`config.mk`:
```
export PLATFORM = sky130hd
export DESIGN_NAME = iso8601_timestamp_formatter
export DESIGN_NICKNAME = d
export VERILOG_FILES = /design/src/isotf_pkg.sv /design/src/isotf_front.sv /design/src/isotf_queue.sv /design/src/isotf_back.sv /design/src/iso8601_timestamp_formatter.sv
export SDC_FILE = /design/constraint.sdc
export NUM_CORES = 2
export LEC_CHECK = 0
export BUFFER_PORTS_ARGS = -buffer_cell sky130_fd_sc_hd__buf_2
export CAP_MARGIN = 20
export CORE_ASPECT_RATIO = 1.1
export CORE_UTILIZATION = 24
export CTS_CLUSTER_DIAMETER = 100
export DETAILED_ROUTE_END_ITERATION = 10
export MAX_ROUTING_LAYER = met4
export SYNTH_ARGS = -nofsm -noshare
export SYNTH_HDL_FRONTEND = slang
export SYNTH_SLANG_ARGS = --single-unit
export TNS_END_PERCENT = 1
```
`constraint.sdc`:
```
create_clock -name clk -period 25.5 [get_ports clk]
set_input_delay 5.1 -clock clk [delete_from_list [all_inputs] [get_ports clk]]
set_output_delay 5.1 -clock clk [all_outputs]
set_load 0.02 [all_outputs]
```
`src/isotf_pkg.sv`:
```
// Shared widths, queue default and the decoded timestamp record for the formatter.
package isotf_pkg;

  localparam int unsigned USEC_W          = 58;
  localparam int unsigned CHAR_W          = 7;
  localparam int unsigned NUM_DIGITS      = 16;
  localparam int unsigned QUEUE_DEPTH_DEF = 2;

  // Decimal digits in text order: year(4) month(2) day(2) hour(2) min(2) sec(2) frac(2).
  typedef struct packed {
    logic [NUM_DIGITS-1:0][3:0] dig;
    logic                       has_frac;
  } entry_t;

endpackage

```
`src/isotf_front.sv`:
```
// Front end: input holding register, constant divider and calendar/time decode.
module isotf_front (
  input  logic                             clk,
  input  logic                             rst_n,
  input  logic                             in_valid,
  output logic                             in_ready,
  input  logic [isotf_pkg::USEC_W-1:0]     in_epoch_usec,
  output logic                             ent_valid,
  input  logic                             ent_ready,
  output isotf_pkg::entry_t                ent
);
  import isotf_pkg::*;

  typedef enum logic [3:0] {
    ST_IDLE, ST_DIV, ST_YOE1, ST_YOE2, ST_DOY, ST_MON, ST_DIG, ST_PACK, ST_OUT
  } state_t;

  typedef enum logic [1:0] {DV_USEC, DV_DAY, DV_ERA} div_sel_t;

  localparam logic [USEC_W-1:0] USEC_MAX     = 58'd253402300799999999;
  localparam logic [19:0]       ONE_SEC_USEC = 20'd1000000;
  localparam logic [19:0]       SEC_PER_DAY  = 20'd86400;
  localparam logic [19:0]       DAYS_PER_ERA = 20'd146097;
  localparam logic [21:0]       EPOCH_SHIFT  = 22'd719468;

  // Reciprocals: x / C == (x * ceil(2^S / C)) >> S, S = width(x) + ceil(log2 C).
  localparam longint unsigned M1460 = ((64'd1 << 29) + 64'd1459) / 64'd1460;
  localparam longint unsigned M365  = ((64'd1 << 27) + 64'd364) / 64'd365;
  localparam longint unsigned M3600 = ((64'd1 << 29) + 64'd3599) / 64'd3600;
  localparam longint unsigned M60   = ((64'd1 << 18) + 64'd59) / 64'd60;
  localparam longint unsigned MCENT = ((64'd1 << 34) + 64'd9999) / 64'd10000;
  localparam longint unsigned M100  = ((64'd1 << 21) + 64'd99) / 64'd100;
  localparam longint unsigned M10   = ((64'd1 << 11) + 64'd9) / 64'd10;

  function automatic logic [8:0] month_start(input logic [3:0] m);
    logic [8:0] s;
    case (m)
      4'd0:    s = 9'd0;
      4'd1:    s = 9'd31;
      4'd2:    s = 9'd61;
      4'd3:    s = 9'd92;
      4'd4:    s = 9'd122;
      4'd5:    s = 9'd153;
      4'd6:    s = 9'd184;
      4'd7:    s = 9'd214;
      4'd8:    s = 9'd245;
      4'd9:    s = 9'd275;
      4'd10:   s = 9'd306;
      4'd11:   s = 9'd337;
      default: s = 9'd0;
    endcase
    return s;
  endfunction

  function automatic logic [7:0] bin2dig(input logic [6:0] v);
    logic [14:0] p;
    logic [3:0]  tn;
    p  = 15'(v) * 15'(M10);
    tn = p[14:11];
    return {tn, 4'(v - 7'(tn) * 7'd10)};
  endfunction

  state_t            state_r;
  div_sel_t          div_sel_r;
  logic [2:0]        cnt_r;
  logic [63:0]       q_r;
  logic [19:0]       r_r;
  logic [USEC_W-1:0] hold_r;
  logic              hold_v_r;
  logic [19:0]       frac_r;
  logic [16:0]       sod_r;
  logic [4:0]        era_r;
  logic [17:0]       doe_r;
  logic [17:0]       t_r;
  logic [4:0]        hour_r;
  logic [11:0]       rem_r;
  logic [6:0]        cent_r;
  logic              has_frac_r;
  logic [8:0]        yoe_r;
  logic [5:0]        min_r;
  logic [5:0]        sec_r;
  logic [8:0]        doy_r;
  logic [13:0]       year_r;
  logic [3:0]        month_r;
  logic [4:0]        day_r;
  logic [6:0]        yhi_r;
  logic [6:0]        ylo_r;
  entry_t            ent_r;

  logic [19:0]       dsor;
  logic [20:0]       rw;
  logic [20:0]       rt;
  logic [63:0]       qw;
  logic [19:0]       r_step;
  logic [63:0]       q_step;
  logic [USEC_W-1:0] us_sat;
  logic              start;
  logic [21:0]       z;
  logic [36:0]       p1460;
  logic [2:0]        q36524;
  logic [18:0]       t_c;
  logic [34:0]       phr;
  logic [4:0]        hour_c;
  logic [40:0]       pcent;
  logic [36:0]       p365;
  logic [24:0]       pmin;
  logic [1:0]        c100;
  logic [17:0]       yoe_days;
  logic [3:0]        mp;
  logic [3:0]        month_c;
  logic [28:0]       pyhi;
  logic [6:0]        yhi_c;
  logic [7:0]        d_y0, d_y1, d_mo, d_dy, d_hr, d_mi, d_se, d_ce;

  // Radix-256 restoring divider by the selected constant.
  always_comb begin
    case (div_sel_r)
      DV_USEC: dsor = ONE_SEC_USEC;
      DV_DAY:  dsor = SEC_PER_DAY;
      DV_ERA:  dsor = DAYS_PER_ERA;
      default: dsor = ONE_SEC_USEC;
    endcase
    rw = {1'b0, r_r};
    qw = q_r;
    rt = '0;
    for (int i = 0; i < 8; i++) begin
      rt = {rw[19:0], qw[63]};
      qw = {qw[62:0], 1'b0};
      if (rt >= {1'b0, dsor}) begin
        rt    = rt - {1'b0, dsor};
        qw[0] = 1'b1;
      end
      rw = rt;
    end
    r_step = rw[19:0];
    q_step = qw;
  end

  assign us_sat = (hold_r > USEC_MAX) ? USEC_MAX : hold_r;
  assign start  = hold_v_r && ((state_r == ST_IDLE) || ((state_r == ST_OUT) && ent_ready));
  assign z      = q_step[21:0] + EPOCH_SHIFT;

  always_comb begin
    p1460  = 37'(doe_r) * 37'(M1460);
    q36524 = 3'(doe_r >= 18'd36524) + 3'(doe_r >= 18'd73048) +
             3'(doe_r >= 18'd109572) + 3'(doe_r >= 18'd146096);
    t_c    = 19'(doe_r) - 19'(p1460[35:29]) + 19'(q36524) - 19'(doe_r == 18'd146096);
    phr    = 35'(sod_r) * 35'(M3600);
    hour_c = phr[33:29];
    pcent  = 41'(frac_r) * 41'(MCENT);
    p365   = 37'(t_r) * 37'(M365);
    pmin   = 25'(rem_r) * 25'(M60);
    c100   = 2'(yoe_r >= 9'd100) + 2'(yoe_r >= 9'd200) + 2'(yoe_r >= 9'd300);
    yoe_days = 18'(yoe_r) * 18'd365 + 18'(yoe_r[8:2]) - 18'(c100);
    mp = '0;
    for (int k = 1; k < 12; k++) begin
      if (doy_r >= month_start(4'(k))) mp = 4'(k);
    end
    month_c = (mp < 4'd10) ? mp + 4'd3 : mp - 4'd9;
    pyhi    = 29'(year_r) * 29'(M100);
    yhi_c   = pyhi[27:21];
    d_y0    = bin2dig(yhi_r);
    d_y1    = bin2dig(ylo_r);
    d_mo    = bin2dig(7'(month_r));
    d_dy    = bin2dig(7'(day_r));
    d_hr    = bin2dig(7'(hour_r));
    d_mi    = bin2dig(7'(min_r));
    d_se    = bin2dig(7'(sec_r));
    d_ce    = bin2dig(cent_r);
  end

  always_ff @(posedge clk) begin
    if (!rst_n) begin
      state_r  <= ST_IDLE;
      hold_v_r <= 1'b0;
    end else begin
      if (in_valid && in_ready) begin
        hold_r   <= in_epoch_usec;
        hold_v_r <= 1'b1;
      end
      if (start) begin
        q_r       <= {6'b0, us_sat};
        r_r       <= '0;
        cnt_r     <= 3'd7;
        div_sel_r <= DV_USEC;
        hold_v_r  <= 1'b0;
        state_r   <= ST_DIV;
      end else begin
        case (state_r)
          ST_IDLE: ;
          ST_DIV: begin
            if (cnt_r != 3'd0) begin
              q_r   <= q_step;
              r_r   <= r_step;
              cnt_r <= cnt_r - 3'd1;
            end else begin
              case (div_sel_r)
                DV_USEC: begin
                  frac_r    <= r_step;
                  q_r       <= {2'b0, q_step[37:0], 24'b0};
                  r_r       <= '0;
                  cnt_r     <= 3'd4;
                  div_sel_r <= DV_DAY;
                end
                DV_DAY: begin
                  sod_r     <= r_step[16:0];
                  q_r       <= {2'b0, z, 40'b0};
                  r_r       <= '0;
                  cnt_r     <= 3'd2;
                  div_sel_r <= DV_ERA;
                end
                default: begin
                  era_r   <= q_step[4:0];
                  doe_r   <= r_step[17:0];
                  state_r <= ST_YOE1;
                end
              endcase
            end
          end
          ST_YOE1: begin
            t_r        <= t_c[17:0];
            hour_r     <= hour_c;
            rem_r      <= 12'(sod_r - 17'(hour_c) * 17'd3600);
            cent_r     <= pcent[40:34];
            has_frac_r <= (frac_r != 20'd0);
            state_r    <= ST_YOE2;
          end
          ST_YOE2: begin
            yoe_r   <= p365[35:27];
            min_r   <= pmin[23:18];
            state_r <= ST_DOY;
          end
          ST_DOY: begin
            doy_r   <= 9'(doe_r - yoe_days);
            year_r  <= 14'(yoe_r) + 14'(era_r) * 14'd400;
            sec_r   <= 6'(rem_r - 12'(min_r) * 12'd60);
            state_r <= ST_MON;
          end
          ST_MON: begin
            month_r <= month_c;
            day_r   <= 5'(doy_r - month_start(mp) + 9'd1);
            year_r  <= year_r + 14'(month_c <= 4'd2);
            state_r <= ST_DIG;
          end
          ST_DIG: begin
            yhi_r   <= yhi_c;
            ylo_r   <= 7'(year_r - 14'(yhi_c) * 14'd100);
            state_r <= ST_PACK;
          end
          ST_PACK: begin
            ent_r.dig[0]    <= d_y0[7:4];
            ent_r.dig[1]    <= d_y0[3:0];
            ent_r.dig[2]    <= d_y1[7:4];
            ent_r.dig[3]    <= d_y1[3:0];
            ent_r.dig[4]    <= d_mo[7:4];
            ent_r.dig[5]    <= d_mo[3:0];
            ent_r.dig[6]    <= d_dy[7:4];
            ent_r.dig[7]    <= d_dy[3:0];
            ent_r.dig[8]    <= d_hr[7:4];
            ent_r.dig[9]    <= d_hr[3:0];
            ent_r.dig[10]   <= d_mi[7:4];
            ent_r.dig[11]   <= d_mi[3:0];
            ent_r.dig[12]   <= d_se[7:4];
            ent_r.dig[13]   <= d_se[3:0];
            ent_r.dig[14]   <= d_ce[7:4];
            ent_r.dig[15]   <= d_ce[3:0];
            ent_r.has_frac  <= has_frac_r;
            state_r         <= ST_OUT;
          end
          ST_OUT: begin
            if (ent_ready) state_r <= ST_IDLE;
          end
          default: state_r <= ST_IDLE;
        endcase
      end
    end
  end

  assign in_ready  = !hold_v_r;
  assign ent_valid = (state_r == ST_OUT);
  assign ent       = ent_r;

endmodule

```
`src/isotf_queue.sv`:
```
// Small request queue between the decode front end and the character back end.
module isotf_queue #(
  parameter int unsigned DEPTH = isotf_pkg::QUEUE_DEPTH_DEF
) (
  input  logic              clk,
  input  logic              rst_n,
  input  logic              push_valid,
  output logic              push_ready,
  input  isotf_pkg::entry_t push_data,
  output logic              pop_valid,
  input  logic              pop_ready,
  output isotf_pkg::entry_t pop_data
);
  import isotf_pkg::*;

  localparam int unsigned PW = $clog2(DEPTH);
  localparam int unsigned CW = $clog2(DEPTH + 1);

  entry_t        mem [DEPTH];
  logic [PW-1:0] wr_ptr_r;
  logic [PW-1:0] rd_ptr_r;
  logic [CW-1:0] count_r;
  logic          push;
  logic          pop;

  assign push       = push_valid && push_ready;
  assign pop        = pop_valid && pop_ready;
  assign push_ready = (count_r != CW'(DEPTH));
  assign pop_valid  = (count_r != '0);
  assign pop_data   = mem[rd_ptr_r];

  always_ff @(posedge clk) begin
    if (push) mem[wr_ptr_r] <= push_data;
  end

  always_ff @(posedge clk) begin
    if (!rst_n) begin
      wr_ptr_r <= '0;
      rd_ptr_r <= '0;
      count_r  <= '0;
    end else begin
      if (push) wr_ptr_r <= (wr_ptr_r == PW'(DEPTH - 1)) ? '0 : wr_ptr_r + PW'(1);
      if (pop)  rd_ptr_r <= (rd_ptr_r == PW'(DEPTH - 1)) ? '0 : rd_ptr_r + PW'(1);
      count_r <= count_r + CW'(push) - CW'(pop);
    end
  end

endmodule

```
`src/isotf_back.sv`:
```
// Back end: walks one decoded request and emits its text one character per cycle while out_ready is high.
module isotf_back (
  input  logic                         clk,
  input  logic                         rst_n,
  input  logic                         ent_valid,
  output logic                         ent_ready,
  input  isotf_pkg::entry_t            ent,
  output logic                         out_valid,
  input  logic                         out_ready,
  output logic [isotf_pkg::CHAR_W-1:0] out_text_char,
  output logic                         out_last_char
);
  import isotf_pkg::*;

  localparam logic [CHAR_W-1:0] CH_ZERO  = 7'h30;
  localparam logic [CHAR_W-1:0] CH_DASH  = 7'h2D;
  localparam logic [CHAR_W-1:0] CH_COLON = 7'h3A;
  localparam logic [CHAR_W-1:0] CH_DOT   = 7'h2E;
  localparam logic [CHAR_W-1:0] CH_T     = 7'h54;
  localparam logic [CHAR_W-1:0] CH_Z     = 7'h5A;

  logic              out_valid_r;
  logic [CHAR_W-1:0] out_char_r;
  logic              out_last_r;
  logic [4:0]        pos_r;

  logic              load;
  logic              is_dig;
  logic [3:0]        didx;
  logic [CHAR_W-1:0] sym;
  logic              last;
  logic [CHAR_W-1:0] ch;

  always_comb begin
    is_dig = 1'b0;
    didx   = '0;
    sym    = CH_Z;
    last   = 1'b0;
    case (pos_r) inside
      [5'd0:5'd3]:   begin is_dig = 1'b1; didx = pos_r[3:0]; end
      5'd4, 5'd7:    sym = CH_DASH;
      [5'd5:5'd6]:   begin is_dig = 1'b1; didx = 4'(pos_r - 5'd1); end
      [5'd8:5'd9]:   begin is_dig = 1'b1; didx = 4'(pos_r - 5'd2); end
      5'd10:         sym = CH_T;
      [5'd11:5'd12]: begin is_dig = 1'b1; didx = 4'(pos_r - 5'd3); end
      5'd13, 5'd16:  sym = CH_COLON;
      [5'd14:5'd15]: begin is_dig = 1'b1; didx = 4'(pos_r - 5'd4); end
      [5'd17:5'd18]: begin is_dig = 1'b1; didx = 4'(pos_r - 5'd5); end
      5'd19: begin
        if (ent.has_frac) begin
          sym = CH_DOT;
        end else begin
          sym  = CH_Z;
          last = 1'b1;
        end
      end
      [5'd20:5'd21]: begin is_dig = 1'b1; didx = 4'(pos_r - 5'd6); end
      default:       last = 1'b1;
    endcase
    ch = is_dig ? CH_ZERO + CHAR_W'(ent.dig[didx]) : sym;
  end

  assign load      = ent_valid && (!out_valid_r || out_ready);
  assign ent_ready = load && last;

  always_ff @(posedge clk) begin
    if (!rst_n) begin
      out_valid_r <= 1'b0;
      pos_r       <= '0;
    end else begin
      if (load) begin
        out_valid_r <= 1'b1;
        out_char_r  <= ch;
        out_last_r  <= last;
        pos_r       <= last ? 5'd0 : pos_r + 5'd1;
      end else if (out_ready) begin
        out_valid_r <= 1'b0;
      end
    end
  end

  assign out_valid     = out_valid_r;
  assign out_text_char = out_char_r;
  assign out_last_char = out_last_r;

endmodule

```
`src/iso8601_timestamp_formatter.sv`:
```
// Microsecond epoch count to ISO 8601 UTC text, one character per transfer on the output.
// Each timestamp runs through the radix-256 constant divider and then the decode/pack steps
// (YOE1, YOE2, DOY, MON, DIG, PACK); the input register can take the next timestamp meanwhile.
// Each timestamp gives 20 or 23 characters at one per cycle while out_ready is high.
// Reset: synchronous, active low; clears handshake state, queue pointers and the back end.
module iso8601_timestamp_formatter #(
  parameter int unsigned QUEUE_DEPTH = isotf_pkg::QUEUE_DEPTH_DEF
) (
  input  logic                         clk,
  input  logic                         rst_n,
  input  logic                         in_valid,
  output logic                         in_ready,
  input  logic [isotf_pkg::USEC_W-1:0] in_epoch_usec,
  output logic                         out_valid,
  input  logic                         out_ready,
  output logic [isotf_pkg::CHAR_W-1:0] out_text_char,
  output logic                         out_last_char
);
  import isotf_pkg::*;

  logic   f_valid;
  logic   f_ready;
  entry_t f_ent;
  logic   b_valid;
  logic   b_ready;
  entry_t b_ent;

  isotf_front u_front (
    .clk           (clk),
    .rst_n         (rst_n),
    .in_valid      (in_valid),
    .in_ready      (in_ready),
    .in_epoch_usec (in_epoch_usec),
    .ent_valid     (f_valid),
    .ent_ready     (f_ready),
    .ent           (f_ent)
  );

  isotf_queue #(
    .DEPTH (QUEUE_DEPTH)
  ) u_queue (
    .clk        (clk),
    .rst_n      (rst_n),
    .push_valid (f_valid),
    .push_ready (f_ready),
    .push_data  (f_ent),
    .pop_valid  (b_valid),
    .pop_ready  (b_ready),
    .pop_data   (b_ent)
  );

  isotf_back u_back (
    .clk           (clk),
    .rst_n         (rst_n),
    .ent_valid     (b_valid),
    .ent_ready     (b_ready),
    .ent           (b_ent),
    .out_valid     (out_valid),
    .out_ready     (out_ready),
    .out_text_char (out_text_char),
    .out_last_char (out_last_char)
  );

endmodule

```
==> metrics.md <==
| Metric | Value |
|---|---|
| Mapped Avg Cell Area | `10.35 sq um` |
| Final hold violations | `0` |
| CP required | `25.88 ns` |
| Top-level port count | `72` |
| R2R cell count | `92` |
| Synth async-reset ratio | `0%` |
| Clock Sinks | `509` |
| GRT met1 Usage | `14.99%` |
| Crit Path Category | `reg -> reg` |
| Cells after synthesis | `6348` |
| Dominant synthesized flop cell | `edfxtp_1` |
| Slew Limit Fails | `0` |
| H-tree Lvls | `2` |
| FMAX | `41.63 MHz` |
| Layout Cells excl Fill | `10120` |
| GRT overflow | `0` |
| Register-to-register setup slack | `1.48 ns` |
| Core Box Area | `272400 sq um` |
| Met2 usage | `21.44%` |
| Starting Density | `24.11%` |
| CP Data Arrival Time | `24.40 ns` |
| Routed length per placed instance | `16.21 microns` |
| Placed cells | `10010` |
| Port bufs | `71` |
| CTS Buffer Depth | `3` |
| Most frequent CP cell | `ha_1` |
| 1st-iter DRT viols | `2922` |
| Max-cap violations | `0` |
| Post-layout min period | `24.02 ns` |
| Clock skew | `0.07093 ns` |
| Vias in the first global route | `48460` |
| Clock Root Buffer | `clkbuf_16` |
| RSZ-0062 raised after global routing | `false` |
| Worst setup SP type | `register` |
| Post-synth EDFFs | `493` |
| Met3 Resource Use GR | `1.198%` |
| Critical Path End | `u_front.r_r[2]` |
| Syn. warnings | `0` |
| Reg-to-Reg Start | `u_front.div_sel_r[0]` |
| Yosys reg bits | `509` |
| Final HPWL DP | `134.4 mm` |
| Worst-Skew Late Latency | `0.68 ns` |
| Largest net degree at the start of global routing | `68` |
| Vias per cell | `4.550` |
| CP max stage delay | `0.57 ns` |
| Reg2reg end | `u_front.r_r[2]` |
| Fillers | `28510` |
| Full die area | `275700 sq um` |
| Hold_buf cts | `0` |
| Gr usage total | `12.31%` |
| P&R area growth vs syn | `10.49%` |
| CP Max Fanout | `21` |
| Reg clk slew, reported paths | `0.07 ns` |
| Global-route wire length before repair | `264.8 mm` |
| Synth Cell Area | `65670 sq um` |
| Period utilization | `94.21%` |
| Die height | `550.6 microns` |
| Worst-margin pin slew | `1.093 ns` |
| Synth Net Count | `8308` |
| First-pass DRT Iterations | `8` |
| Worst Hold Class | `reg -> reg` |
| Netlist cell types | `118` |
| Placer Congestion | `0.9342` |
| Hold Crit Start | `u_front.ent[41]` |
| Sequential share of the synthesized area | `23.03%` |
| Num CTS Buffers | `56` |
| Share of cells above drive strength 1 | `6.235%` |
| Initial antenna violation count | `3` |
| DRC viols | `0` |
| Status | `finished, final reports clean` |
| Post-Route WL | `164.1 mm` |
| Site Rows | `201` |
| Vias | `46040` |
| Max_slew headroom | `26.48%` |
| Slowest cell on the critical path | `nor2_2` |
| Detail Route Antenna Nets | `0` |
| Setup crit end kind | `register` |
| Final TNS setup | `0 ns` |
| Setup-failing EPs final | `0` |
| Chip Width | `500.8 microns` |
| Nets | `8377` |
| CTS tree | `yes` |
| Setup crit start | `u_front.div_sel_r[0]` |
| Busiest grt layer | `met2` |
-- registers in the layout, summed over array words and instances, names as in the netlist, 9 cells and up, named ones only --
register	count
u_front.frac_r	20
u_front.year_r	14
u_front.r_r	20
u_front.sod_r	17
u_front.t_r	18
u_front.doe_r	18
u_front.q_r	64
u_front.rem_r	12
u_front.hold_r	58
u_front.ent	56
u_front.doy_r	9
u_queue.mem	112
u_front.yoe_r	9
-- metal layers --
| metal | share of wire [%] | up-vias |
|---|---|---|
| li1 | - | 22000 |
| met1 | 43 | 22780 |
| met2 | 50 | 987 |
| met3 | 3.7 | 275 |
| met4 | 3.1 | 0 |
| met5 | 0 | - |
-- cell type report --
type	count	area [sq um]	share of cell area (%)
tap	3654	4572	6.301
clock buffer	66	1459	2.011
antenna	2	5.005	0.006897
clock inverter	38	350.3	0.4828
inverter	1132	4257	5.866
multi-input combinational	4581	45910	63.27
sequential	509	15130	20.84
timing repair buffer	137	880.8	1.214
-- layout by cell type, fill, tap and decap left out, types with 62 or more instances in the layout --
| master | instances |
|---|---|
| a21oi_1 | 278 |
| buf_2 | 72 |
| xnor2_1 | 259 |
| nor2_1 | 309 |
| inv_1 | 1124 |
| fa_1 | 586 |
| o21ai_0 | 190 |
| mux2i_1 | 62 |
| nand3_1 | 84 |
| nor3_1 | 99 |
| buf_4 | 63 |
| nor2b_1 | 78 |
| edfxtp_1 | 493 |
| ha_1 | 1310 |
| a21o_1 | 64 |
| nand2_1 | 251 |
| xor2_1 | 94 |
-- kinds of logic (layout without fill, tap and decap cells) --
group	count (synthesis)	count (layout)	share of synthesized area, %
flip-flops	509	509	23.03
adder cells (fa/ha/maj)	1920	1920	43.20
AO/OA/AOI/OAI	1017	1017	10.50
multiplexers	112	112	2.279
XOR/XNOR	354	354	4.733
other	0	2	0
buffers and inverters	1258	1373	7.291
AND/OR/NAND/NOR	1178	1178	8.962
-- Yosys cell counts (28+ instances only) --
cell      count  area (sq um)
xor2_1       94         823.3
nand4_1      33         206.5
o21ai_0     191         955.9
nand2b_1     61         381.6
and3_1       38         237.7
a211oi_1     42         315.3
xnor2_1     259          2268
inv_1      1125          4223
fa_1        586         11730
o21bai_1     28         210.2
edfxtp_1    493         14800
o21a_1       53         397.9
mux2i_1      62         620.6
nor2b_1      79         494.2
nor3_1      103         515.5
clkbuf_1     90         337.8
a21oi_1     281          1406
and2_1       50         312.8
nand2_1     251         942.2
a21o_1       64         480.5
ha_1       1312         16420
or2_2        30         187.7
or3_1        29         181.4
a31oi_1      43         269.0
nand3_1      84         420.4
nor2_1      316          1186
-- stage by stage --
step | hold slack [ns] | cell area (sq um) | utilization [%] | setup WS (ns)
floorplan | 0.4003 | 65670 | - | 3.277
global placement | 0.4248 | 70670 | 25.95 | 1.589
CTS | 0.4423 | 72510 | 26.62 | 1.242
finish | 0.4416 | 72560 | 26.64 | 1.477
global route | 0.4517 | 72560 | 26.64 | 0.1263
detailed placement | 0.4306 | 70700 | 25.96 | 1.294
-- critical path: cells and delay by family (launching register included) --
kind,cells,cell delay (ns)
AOI/OAI and AO/OA,35,10.05
xor gates and xnor gates,7,1.68
adders and majority gates,11,3.79
buffers and inverters,10,1.63
DFF,1,0.40
muxes,2,0.45
and+or+nand+nor,27,5.72
-- timing repair --
action	in CTS	in global routing
buffers inserted	0	1
endpoints found under the setup margin	0	73
resized for setup	0	5
-- worst min-delay path by stage --
stage | endpoint | slack, ns | depth (start not counted)
finish | u_queue.mem[0][34] | 0.44 | 0
detailed placement | u_queue.mem[1][15] | 0.43 | 0
global route | u_queue.mem[0][7] | 0.45 | 0
CTS | u_queue.mem[0][15] | 0.44 | 0
global placement | u_queue.mem[0][38] | 0.42 | 0
floorplan | u_front.ent[0] | 0.40 | 0
Power is left out: the tool's default activity adds up to more than one toggle a clock period on the data nets, which glitch-free logic cannot reach.
